===== src/hdl/epc_pkg.sv =====
// ----------------------------------------------------------------------------
// epc_pkg
// Shared types, stage count and division constants for the epoch to civil
// date converter.
// ----------------------------------------------------------------------------
`timescale 1ns / 1ps

package epc_pkg;

	localparam int NSTG = 15;

	typedef logic [NSTG:1] stg_en_t;

	// accepted ms range that truncates into years 1..9999
	localparam logic signed [48:0] MS_MIN = -49'sd62135596800999;
	localparam logic signed [48:0] MS_MAX = 49'sd253402300799999;
	// shift to 0001-01-01 00:00:00.000
	localparam logic [49:0] MS_OFS = 50'd62135596800000;
	localparam logic [49:0] MS_OFS_NEG = 50'd62135596800999;

	// ms per day = 2^10 * DAY_DIV
	localparam logic [16:0] DAY_DIV = 17'd84375;
	localparam logic [63:0] DAY_K64 = (64'd1 << 39) / 64'd84375;
	localparam logic [22:0] DAY_K = DAY_K64[22:0];

	localparam logic [63:0] REC_SEC64 = ((64'd1 << 31) + 64'd124) / 64'd125;
	localparam logic [24:0] REC_SEC = REC_SEC64[24:0];
	localparam logic [63:0] REC_HR64 = ((64'd1 << 21) + 64'd224) / 64'd225;
	localparam logic [13:0] REC_HR = REC_HR64[13:0];
	localparam logic [63:0] REC_MIN64 = ((64'd1 << 14) + 64'd14) / 64'd15;
	localparam logic [10:0] REC_MIN = REC_MIN64[10:0];

	localparam logic [16:0] SEC_HOUR = 17'd3600;
	localparam logic [11:0] SEC_MIN = 12'd60;

	// days since 0000-03-01 for 0001-01-01
	localparam logic [21:0] MAR_OFS = 22'd306;
	localparam logic [21:0] DAYS_400Y = 22'd146097;
	localparam logic [17:0] DAYS_100Y = 18'd36524;
	localparam logic [17:0] DAYS_LAST = 18'd146096;
	localparam logic [63:0] REC_ERA64 = ((64'd1 << 40) + 64'd146096) / 64'd146097;
	localparam logic [22:0] REC_ERA = REC_ERA64[22:0];
	localparam logic [63:0] REC_4Y64 = ((64'd1 << 29) + 64'd1459) / 64'd1460;
	localparam logic [18:0] REC_4Y = REC_4Y64[18:0];
	localparam logic [63:0] REC_YR64 = ((64'd1 << 27) + 64'd364) / 64'd365;
	localparam logic [18:0] REC_YR = REC_YR64[18:0];
	localparam logic [17:0] DAYS_YEAR = 18'd365;
	localparam logic [13:0] YEARS_ERA = 14'd400;

	// first day of each month, year starting in march
	localparam logic [8:0] MON_START [12] = '{
		9'd0, 9'd31, 9'd61, 9'd92, 9'd122, 9'd153,
		9'd184, 9'd214, 9'd245, 9'd275, 9'd306, 9'd337
	};
	localparam logic [3:0] MP_JAN = 4'd10;

	typedef struct packed {
		logic [4:0] hour;
		logic [5:0] minute;
		logic [5:0] second;
	} tod_t;

	typedef struct packed {
		logic [13:0] year;
		logic [3:0]  month;
		logic [4:0]  day;
		logic [2:0]  weekday;
	} date_t;

endpackage


===== src/hdl/epoch_ms_to_utc_civil_date.sv =====
// ----------------------------------------------------------------------------
// epoch_ms_to_utc_civil_date
// Converts signed Unix milliseconds to the UTC calendar date and time of day
// (proleptic Gregorian, no leap seconds, weekday 0 is Sunday). Milliseconds
// truncate toward zero. Inputs outside years 1..9999 return all fields zero
// with tuser low. The datapath is a 15-stage pipeline with no shared unit:
// one transaction is accepted every clock unless the pipeline is full and
// the output is stalled, and each result is registered through stages 1 to
// 15 in order before it is offered on the output. Each stage holds its item
// only while the stage after it is full and stalled, so empty stages keep
// accepting input while a result waits at the output.
// ----------------------------------------------------------------------------
`timescale 1ns / 1ps

module epoch_ms_to_utc_civil_date import epc_pkg::*; (
	input  logic        clk,
	input  logic        arst_n,
	input  logic        s_axis_tvalid,
	output logic        s_axis_tready,
	input  logic [55:0] s_axis_tdata,  // timestamp_ms[48:0]
	output logic        m_axis_tvalid,
	input  logic        m_axis_tready,
	// year[13:0] month[17:14] day[22:18] hour[27:23] minute[33:28]
	// second[39:34] weekday[42:40]
	output logic [47:0] m_axis_tdata,
	output logic        m_axis_tuser   // valid_res
);

	stg_en_t            ce;
	logic [NSTG:1]      vld_q;
	logic signed [48:0] ts_s1;
	logic               ok_s5;
	logic [21:0]        days_s5;
	logic [26:0]        rem_s5;
	logic [14:6]        ok_q;
	tod_t               tod_s14;
	date_t              date_s14;
	logic [47:0]        tdata_s15;
	logic               ok_s15;

	always_comb begin
		ce[NSTG] = !vld_q[NSTG] || m_axis_tready;
		for (int k = NSTG - 1; k >= 1; k--) begin
			ce[k] = !vld_q[k] || ce[k + 1];
		end
	end

	assign s_axis_tready = ce[1];

	always_ff @(posedge clk or negedge arst_n) begin
		if (!arst_n) begin
			vld_q <= '0;
		end else begin
			if (ce[1]) begin
				vld_q[1] <= s_axis_tvalid;
			end
			for (int k = 2; k <= NSTG; k++) begin
				if (ce[k]) begin
					vld_q[k] <= vld_q[k - 1];
				end
			end
		end
	end

	always_ff @(posedge clk) begin
		if (ce[1]) begin
			ts_s1 <= s_axis_tdata[48:0];
		end
	end

	epc_div u_div (
		.clk     (clk),
		.ce      (ce),
		.ts_s1   (ts_s1),
		.ok_s5   (ok_s5),
		.days_s5 (days_s5),
		.rem_s5  (rem_s5)
	);

	epc_tod u_tod (
		.clk     (clk),
		.ce      (ce),
		.rem_s5  (rem_s5),
		.tod_s14 (tod_s14)
	);

	epc_date u_date (
		.clk      (clk),
		.ce       (ce),
		.days_s5  (days_s5),
		.date_s14 (date_s14)
	);

	always_ff @(posedge clk) begin
		if (ce[6]) begin
			ok_q[6] <= ok_s5;
		end
		for (int k = 7; k <= 14; k++) begin
			if (ce[k]) begin
				ok_q[k] <= ok_q[k - 1];
			end
		end
	end

	always_ff @(posedge clk) begin
		if (ce[NSTG]) begin
			ok_s15 <= ok_q[14];
			if (ok_q[14]) begin
				tdata_s15 <= {5'b00000, date_s14.weekday, tod_s14.second, tod_s14.minute,
					tod_s14.hour, date_s14.day, date_s14.month, date_s14.year};
			end else begin
				tdata_s15 <= '0;
			end
		end
	end

	assign m_axis_tvalid = vld_q[NSTG];
	assign m_axis_tdata  = tdata_s15;
	assign m_axis_tuser  = ok_s15;

endmodule


===== src/hdl/epc_div.sv =====
// ----------------------------------------------------------------------------
// epc_div
// Range check and split of milliseconds into day number since 0001-01-01
// and milliseconds into the day.
// ----------------------------------------------------------------------------
`timescale 1ns / 1ps

module epc_div import epc_pkg::*; (
	input  logic               clk,
	input  stg_en_t            ce,
	input  logic signed [48:0] ts_s1,
	output logic               ok_s5,
	output logic [21:0]        days_s5,
	output logic [26:0]        rem_s5
);

	logic        ok_s2, ok_s3, ok_s4;
	logic [48:0] v_s2;
	logic [54:0] prod_s3;
	logic [38:0] x_s3;
	logic [9:0]  lo_s3, lo_s4;
	logic [21:0] qe_s4;
	logic [17:0] qdl_s4, xl_s4;

	logic [49:0] vsum;
	logic        ok_c;
	logic [54:0] prod_c;
	logic [17:0] qdl_c, r_c;
	logic [21:0] q_c;
	logic [16:0] rf_c;

	always_comb begin
		ok_c = (ts_s1 >= MS_MIN) && (ts_s1 <= MS_MAX);
		// negative values round toward zero, so bias them by 999 ms
		vsum = {ts_s1[48], ts_s1} + (ts_s1[48] ? MS_OFS_NEG : MS_OFS);
	end

	always_ff @(posedge clk) begin
		if (ce[2]) begin
			ok_s2 <= ok_c;
			v_s2  <= vsum[48:0];
		end
	end

	// estimate of days, short by at most two
	assign prod_c = 55'(v_s2[48:17]) * 55'(DAY_K);

	always_ff @(posedge clk) begin
		if (ce[3]) begin
			ok_s3   <= ok_s2;
			prod_s3 <= prod_c;
			x_s3    <= v_s2[48:10];
			lo_s3   <= v_s2[9:0];
		end
	end

	assign qdl_c = prod_s3[49:32] * 18'(DAY_DIV);

	always_ff @(posedge clk) begin
		if (ce[4]) begin
			ok_s4  <= ok_s3;
			qe_s4  <= prod_s3[53:32];
			qdl_s4 <= qdl_c;
			xl_s4  <= x_s3[17:0];
			lo_s4  <= lo_s3;
		end
	end

	always_comb begin
		r_c = xl_s4 - qdl_s4;
		if (r_c >= 18'({DAY_DIV, 1'b0})) begin
			q_c  = qe_s4 + 22'd2;
			rf_c = 17'(r_c - 18'({DAY_DIV, 1'b0}));
		end else if (r_c >= 18'(DAY_DIV)) begin
			q_c  = qe_s4 + 22'd1;
			rf_c = 17'(r_c - 18'(DAY_DIV));
		end else begin
			q_c  = qe_s4;
			rf_c = r_c[16:0];
		end
	end

	always_ff @(posedge clk) begin
		if (ce[5]) begin
			ok_s5   <= ok_s4;
			days_s5 <= q_c;
			rem_s5  <= {rf_c, lo_s4};
		end
	end

endmodule


===== src/hdl/epc_tod.sv =====
// ----------------------------------------------------------------------------
// epc_tod
// Milliseconds into the day to hour, minute and second.
// ----------------------------------------------------------------------------
`timescale 1ns / 1ps

module epc_tod import epc_pkg::*; (
	input  logic        clk,
	input  stg_en_t     ce,
	input  logic [26:0] rem_s5,
	output tod_t        tod_s14
);

	logic [48:0] ps_s6;
	logic [26:0] ph_s7;
	logic [16:0] sod_s7;
	logic [4:0]  hour_s8, hour_s9;
	logic [11:0] rh_s8, rh_s9;
	logic [20:0] pm_s9;
	tod_t        tod_s10, tod_s11, tod_s12, tod_s13;

	logic [16:0] sod_c, rh_c;
	logic [4:0]  hour_c;
	logic [5:0]  min_c;
	logic [11:0] sec_c;

	always_ff @(posedge clk) begin
		if (ce[6]) begin
			ps_s6 <= 49'(rem_s5[26:3]) * 49'(REC_SEC);
		end
	end

	assign sod_c = ps_s6[47:31];

	always_ff @(posedge clk) begin
		if (ce[7]) begin
			ph_s7  <= 27'(sod_c[16:4]) * 27'(REC_HR);
			sod_s7 <= sod_c;
		end
	end

	always_comb begin
		hour_c = ph_s7[25:21];
		rh_c   = sod_s7 - 17'(hour_c) * SEC_HOUR;
	end

	always_ff @(posedge clk) begin
		if (ce[8]) begin
			hour_s8 <= hour_c;
			rh_s8   <= rh_c[11:0];
		end
	end

	always_ff @(posedge clk) begin
		if (ce[9]) begin
			pm_s9   <= 21'(rh_s8[11:2]) * 21'(REC_MIN);
			rh_s9   <= rh_s8;
			hour_s9 <= hour_s8;
		end
	end

	always_comb begin
		min_c = pm_s9[19:14];
		sec_c = rh_s9 - 12'(min_c) * SEC_MIN;
	end

	always_ff @(posedge clk) begin
		if (ce[10]) begin
			tod_s10.hour   <= hour_s9;
			tod_s10.minute <= min_c;
			tod_s10.second <= sec_c[5:0];
		end
		if (ce[11]) begin
			tod_s11 <= tod_s10;
		end
		if (ce[12]) begin
			tod_s12 <= tod_s11;
		end
		if (ce[13]) begin
			tod_s13 <= tod_s12;
		end
		if (ce[14]) begin
			tod_s14 <= tod_s13;
		end
	end

endmodule


===== src/hdl/epc_date.sv =====
// ----------------------------------------------------------------------------
// epc_date
// Day number since 0001-01-01 to year, month, day and weekday using
// march-based 400-year eras.
// ----------------------------------------------------------------------------
`timescale 1ns / 1ps

module epc_date import epc_pkg::*; (
	input  logic        clk,
	input  stg_en_t     ce,
	input  logic [21:0] days_s5,
	output date_t       date_s14
);

	logic [44:0] pe_s6;
	logic [21:0] z_s6;
	logic [5:0]  dsum_s6;
	logic [4:0]  era_s7, era_s8, era_s9, era_s10, era_s11, era_s12, era_s13;
	logic [2:0]  wd_s7, wd_s8, wd_s9, wd_s10, wd_s11, wd_s12, wd_s13;
	logic [17:0] doe_s7, doe_s8, doe_s9, doe_s10, doe_s11;
	logic [36:0] pa_s8, py_s10;
	logic [2:0]  b_s8;
	logic        c_s8;
	logic [17:0] n_s9;
	logic [8:0]  yoe_s11, yoe_s12, yoe_s13;
	logic [8:0]  doy_s12, doy_s13;
	logic [3:0]  mp_s13;

	logic [21:0] z_c, doe_c;
	logic [23:0] w_c;
	logic [5:0]  dsum_c;
	logic [4:0]  era_c;
	logic [3:0]  s2_c;
	logic [2:0]  wd_c;
	logic [1:0]  cent_c;
	logic [17:0] doy_c;
	logic [3:0]  mp_c;
	logic [8:0]  dd_c;

	always_comb begin
		z_c = days_s5 + MAR_OFS;
		// weekday of 0001-01-01 is monday; fold octal digits mod 7
		w_c = 24'(days_s5) + 24'd1;
		dsum_c = '0;
		for (int i = 0; i < 8; i++) begin
			dsum_c = dsum_c + 6'(w_c[3*i +: 3]);
		end
	end

	always_ff @(posedge clk) begin
		if (ce[6]) begin
			pe_s6   <= 45'(z_c) * 45'(REC_ERA);
			z_s6    <= z_c;
			dsum_s6 <= dsum_c;
		end
	end

	always_comb begin
		era_c = pe_s6[44:40];
		doe_c = z_s6 - 22'(era_c) * DAYS_400Y;
		s2_c  = 4'(dsum_s6[5:3]) + 4'(dsum_s6[2:0]);
		if (s2_c >= 4'd14) begin
			wd_c = 3'(s2_c - 4'd14);
		end else if (s2_c >= 4'd7) begin
			wd_c = 3'(s2_c - 4'd7);
		end else begin
			wd_c = s2_c[2:0];
		end
	end

	always_ff @(posedge clk) begin
		if (ce[7]) begin
			era_s7 <= era_c;
			doe_s7 <= doe_c[17:0];
			wd_s7  <= wd_c;
		end
	end

	always_ff @(posedge clk) begin
		if (ce[8]) begin
			pa_s8  <= 37'(doe_s7) * 37'(REC_4Y);
			b_s8   <= 3'(doe_s7 >= DAYS_100Y) + 3'(doe_s7 >= 18'({DAYS_100Y, 1'b0}))
				+ 3'(doe_s7 >= 18'(3 * DAYS_100Y)) + 3'(doe_s7 >= DAYS_LAST);
			c_s8   <= (doe_s7 == DAYS_LAST);
			doe_s8 <= doe_s7;
			era_s8 <= era_s7;
			wd_s8  <= wd_s7;
		end
	end

	always_ff @(posedge clk) begin
		if (ce[9]) begin
			n_s9   <= doe_s8 - 18'(pa_s8[35:29]) + 18'(b_s8) - 18'(c_s8);
			doe_s9 <= doe_s8;
			era_s9 <= era_s8;
			wd_s9  <= wd_s8;
		end
	end

	always_ff @(posedge clk) begin
		if (ce[10]) begin
			py_s10  <= 37'(n_s9) * 37'(REC_YR);
			doe_s10 <= doe_s9;
			era_s10 <= era_s9;
			wd_s10  <= wd_s9;
		end
	end

	always_ff @(posedge clk) begin
		if (ce[11]) begin
			yoe_s11 <= py_s10[35:27];
			doe_s11 <= doe_s10;
			era_s11 <= era_s10;
			wd_s11  <= wd_s10;
		end
	end

	always_comb begin
		cent_c = 2'(yoe_s11 >= 9'd100) + 2'(yoe_s11 >= 9'd200) + 2'(yoe_s11 >= 9'd300);
		doy_c  = doe_s11 - (18'(yoe_s11) * DAYS_YEAR + 18'(yoe_s11[8:2]) - 18'(cent_c));
	end

	always_ff @(posedge clk) begin
		if (ce[12]) begin
			doy_s12 <= doy_c[8:0];
			yoe_s12 <= yoe_s11;
			era_s12 <= era_s11;
			wd_s12  <= wd_s11;
		end
	end

	always_comb begin
		mp_c = '0;
		for (int i = 1; i < 12; i++) begin
			mp_c = mp_c + 4'(doy_s12 >= MON_START[i]);
		end
	end

	always_ff @(posedge clk) begin
		if (ce[13]) begin
			mp_s13  <= mp_c;
			doy_s13 <= doy_s12;
			yoe_s13 <= yoe_s12;
			era_s13 <= era_s12;
			wd_s13  <= wd_s12;
		end
	end

	assign dd_c = doy_s13 - MON_START[mp_s13] + 9'd1;

	always_ff @(posedge clk) begin
		if (ce[14]) begin
			date_s14.year    <= 14'(yoe_s13) + 14'(era_s13) * YEARS_ERA
				+ 14'(mp_s13 >= MP_JAN);
			date_s14.month   <= (mp_s13 < MP_JAN) ? mp_s13 + 4'd3 : mp_s13 - 4'd9;
			date_s14.day     <= dd_c[4:0];
			date_s14.weekday <= wd_s13;
		end
	end

endmodule


===== config.mk =====
export PLATFORM = sky130hd
export DESIGN_NAME = epoch_ms_to_utc_civil_date
export DESIGN_NICKNAME = d
export VERILOG_FILES = /design/src/hdl/epc_pkg.sv /design/src/hdl/epoch_ms_to_utc_civil_date.sv /design/src/hdl/epc_div.sv /design/src/hdl/epc_tod.sv /design/src/hdl/epc_date.sv
export SDC_FILE = /design/constraint.sdc
export NUM_CORES = 2
export LEC_CHECK = 0
export BUFFER_PORTS_ARGS = -buffer_cell sky130_fd_sc_hd__buf_2
export CORE_MARGIN = 2
export CORE_UTILIZATION = 60
export DETAILED_ROUTE_END_ITERATION = 8
export HOLD_SLACK_MARGIN = 0.1
export PLACE_DENSITY = 0.79
export SLEW_MARGIN = 20
export SYNTH_ARGS = -nofsm -noshare
export SYNTH_HDL_FRONTEND = slang
export SYNTH_HIERARCHICAL = 1
export SYNTH_SLANG_ARGS = --single-unit

===== constraint.sdc =====
create_clock -name clk -period 7.8 [get_ports clk]
set_input_delay 0 -clock clk [delete_from_list [all_inputs] [get_ports clk]]
set_output_delay 0 -clock clk [all_outputs]
set_load 0.1 [all_outputs]

* Word level (Yosys, flattened, before mapping) *
Memories as Yosys holds them, arrays and structs flattened.
Cells that the tools add are included.
Widths: inputs -> output; s select.

storage, ports and cells
  register bits after elaboration = 935
  ROM bits = 144
  input bits = 60
  output and inout port bits = 51
  word-level logic and storage cells = 234
  memories kept = 1

cells by class
  add/sub/neg operators = 48
  multipliers = 13
  order comparisons = 27
  equal/unequal tests = 1
  muxes and demuxes = 10
  bitwise operators = 1
  reductions and logical operators = 31

memories
  memory            depth  bits a word  rd ports  clocked after memory_dff  wr ports  RTL line         text
  (name not given)  16     9            1         0                         0         epc_date.sv:149  assign dd_c = doy_s13 - MON_START[mp_s13] + 9'd1;

operators with widths
  kind                    count
  $mul 18x16->33 const B  2
  $ge 18x17->1 const B    3
  $mul 32x20->51 const B  1
  $add 49x46->49          1
  $ge 49x47->1 const B    1
  $le 49x49->1 const B    1
  $mul 24x24->47 const B  1
  $ge 9x8->1 const B      5
  $mul 22x22->44 const B  1
  $mux 22                 2
  $add 4x1->4             9
  $add 6x3->6             6
  $ge 18x18->1 const B    2
  $ge 9x9->1 const B      4
  $sub 18x18->18          2
  $mux 17                 2
  $ge 9x7->1 const B      3
  $mul 13x14->26 const B  1
  $add 22x1->23 const B   1
  $add 22x1->22 const B   1
  $add 22x2->22 const B   1
  $add 22x9->22 const B   1
  $mul 10x11->20 const B  1
  $add 18x3->18           1
  other kinds (42)        78

* Longest topological paths before layout *
  depth in word-level cells = 16
  mapped depth = 29
  gate-level depth less buffers = 28

* By module *
The synthesis kept the hierarchy.

by module, submodules not included
  module                      times used  cells an instance  area each (um2)
  epc_date                    1           2962               33420.8
  epc_div                     1           2247               24681.2
  epc_tod                     1           1450               17112.7
  epoch_ms_to_utc_civil_date  1           212                4041.4

* Worst setup path before layout *
OpenSTA, ideal clock, no wires.

  path type = register to register
  start point = register u_div.days_s5[1]
  end point = register u_date.pe_s6[43], data pin
  setup time = 0.271 ns
  data arrival time = 6.960 ns
  data required time = 7.529 ns
  path slack = 0.569 ns
  stages on the path, launching flop included = 29
  buffers on the path = 0
  clock period less this slack = 7.231 ns
  cells stage by stage = edfxtp_1 -> ha_1 -> a21oi_1 -> nand2b_1 -> a31oi_1 -> nand2b_1 -> nor2_1 -> xnor2_1 -> inv_1 -> ha_1 -> fa_1 -> ha_1 -> inv_1 -> fa_1 -> inv_1 -> fa_1 -> fa_1 -> inv_1 -> fa_1 -> inv_1 -> ha_1 -> a21o_1 -> a21o_1 -> a21oi_1 -> o211ai_1 -> a21oi_1 -> nor4bb_1 -> a2111oi_0 -> xnor2_1

between the ends
  word-level cells in the longest chain between the ends = 2

RTL lines
  item                      RTL line        text
  start: declaration        epc_div.sv:13   output logic [21:0] days_s5,
  start signal: assignment  epc_div.sv:86   days_s5 <= q_c;
  $add 22x9->22             epc_date.sv:41  z_c = days_s5 + MAR_OFS;
  net u_date.z_c[17]        epc_date.sv:29  logic [21:0] z_c, doe_c;
  $mul 22x22->44            epc_date.sv:52  pe_s6 <= 45'(z_c) * 45'(REC_ERA);
  end signal: assignment    epc_date.sv:52
  end: declaration          epc_date.sv:15  logic [44:0] pe_s6;

The timed path passes the listed nets, and every way through them passes these cells.
A chain may end at the register's enable or synchronous reset.

* Worst setup path in the final report *
  start point = register u_div.days_s5[2]
  end point = register u_date.pe_s6[40], data pin

The elaborated chain is that of the path after synthesis.

==> impl_results.md <==
* Post-synthesis area per instance at roughly 12 um^2
* Slew HR at 0.302
* Clock transition at path regs at about 0.07 ns
* Bufs on Longest Clock Path at 3
* Critical Path AT at approximately 8 ns
* GRT Util Overall at 0.254
* Worst r2r src: u_div/days_s5[2]$_DFFE_PP_
* Initial core utilization at 0.602
* WS Path Type: reg2reg
* Slowest CP cell: fa_1
* Area delta synth->final at 8.47%
* Core area at around 130000 um^2
* Fillers at between 9000 and 10000
* Row Count at approximately 130
* Tcrit/Tclk final at 0.957
* Routed WL at ~160000 um
* CP Launch Type: flop
* Clock Skew at 0.0678 ns
* Die ar. at between 100000 and 150000 um^2
* Starting DRT DRC Count at about 2800
* Drt pass-1 iters at 6
* Chip Height at around 370 um
* Fraction of layout cells with a size suffix above 1 at 0.0512
* Clk sinks at 734
* Post-route DRC at 0
* Vias per std cell at roughly 5.4
* Synth Warn # at 6
* CP max FO at 6
* Status: completed
* Largest net degree at the start of global routing at 66
* First-pass GRT wire length at between 200000 and 300000 um
* Initial antenna violation count at 3
* Most frequent cells in the layout: inv_1 (1836), ha_1 (1477), fa_1 (988), edfxtp_1 (719), xnor2_1 (209)
* Clock Latency Late Sink at 0.72 ns
* Detail Route Antenna Nets at 0
* Synth Cell Area at around 79000 um^2
* Drt wl/cell at ~18 um
* Most common cell after layout, fill and taps aside: inv_1
* Post-route setup TNS at 0 ns
* Worst slew pin tran at 1.04 ns
* TritonCTS buffer count at 78
* Worst EP required at between 8 and 9 ns
* Routability cong. at 0.946
* Die X at 367 um
* RSZ-0062 raised after global routing: no
* Min-Delay Path Class: in2reg
* Finish-stage setup viols at 0
* Critical hold path startpoint: s_axis_tvalid
* Final hold vios at 0
* Vias in the first global route at approximately 53000
* Via Count at 48700
* Slew Viols, Final at 0
* H-tree depth at 3
* Minimum clock period at 7.46 ns
* Io pins at 111
* Crit. Startpoint: u_div/days_s5[2]$_DFFE_PP_
* Nets at between 9000 and 10000
* PortBufs at slightly below 100
* Maxcap violations at 0
* CP Capture Type: flop
* Synthesized instance count at around 6900
* Post-DP HPWL at roughly 130000 um
* CP peak stage delay at between 0.5 and 0.6 ns
* Fmax at 0.134 GHz
* Clock tree root driver cell: clkbuf_16
* TritonCTS clock tree: done
* Aggregate global routing overflow at 0
* Crit-path most repeated cell: fa_1
[worst max-delay path: cells and delay by family (launching register included)]
kind / cells / cell delay (ns)
buf+inv: 6 / 0.63
fa+ha+maj: 9 / 3.70
flops: 1 / 0.47
simple gates: 2 / 0.17
xor+xnor: 2 / 0.42
compound gates: 9 / 1.79
[state kept, by name, indices dropped and copies added (netlist names), 18 cells and up]
register,flops
u_div/rem_s5,24
u_div/qe_s4,22
u_div/x_s3,18
u_div/days_s5,22
u_date/z_s6,18
u_date/doe_s8,18
u_div/xl_s4,18
u_date/n_s9,18
u_date/date_s14,26
u_div/v_s2,46
u_date/doe_s7,18
u_div/prod_s3,22
m_axis_tdata,43
ts_s1,49
[final cells by class]
class                      instances  area [um^2]  area share
antenna                            1         2.50   0.0000292
timing repair buffer             267         2020      0.0236
inverter                        1840         6910      0.0808
tap                             1755         2200      0.0257
sequential                       734        22000       0.257
clock inverter                    50          552     0.00645
clock buffer                      89         2000      0.0234
multi-input combinational       4248        49900       0.583
[layer usage]
| metal | global-route usage | vias up | routed length [um] |
|---|---|---|---|
| met1 | 0.319 | 24300 | 67700 |
| li1 | - | 22900 | - |
| met5 | 0 | - | 13 |
| met3 | 0.0339 | 332 | 7410 |
| met4 | 0.0792 | 2 | 5380 |
| met2 | 0.454 | 1161 | 83200 |
[path summary, 6_finish.rpt]
path	end	slack, ns	depth (start not counted)
min in group asynchronous	vld_q[15]$_DFFE_PN0P_	0.47	3
min	vld_q[1]$_DFFE_PN0P_	0.16	3
max reg2reg	u_date/pe_s6[40]$_DFFE_PP_	0.34	28
max	u_date/pe_s6[40]$_DFFE_PP_	0.34	28
min reg2reg	u_div/xl_s4[8]$_DFFE_PP_	0.40	0
max in group asynchronous	vld_q[9]$_DFFE_PN0P_	6.84	3
[through the flow]
stage | worst slack [ns] | hold slack (ns) | cells | util | area, um^2
floorplan | 0.569 | -0.296 | 6861 | - | 78900
global placement | 0.370 | -0.0612 | 8733 | 0.625 | 81900
detailed placement | 0.192 | -0.0542 | 8733 | 0.625 | 81900
CTS | 0.168 | 0.105 | 8974 | 0.652 | 85400
global route | 0.00163 | 0.146 | 8983 | 0.653 | 85600
finish | 0.336 | 0.160 | 8984 | 0.653 | 85600
[what timing repair did]
action	in CTS	in global routing
buffers inserted	0	8
endpoints found under the hold margin	68	0
hold buffers	102	0
resized for setup	0	8
setup endpoints to repair	0	5
Power is not shown: default switching activity piles up to over one toggle a cycle in this logic, so the estimate is an artifact.
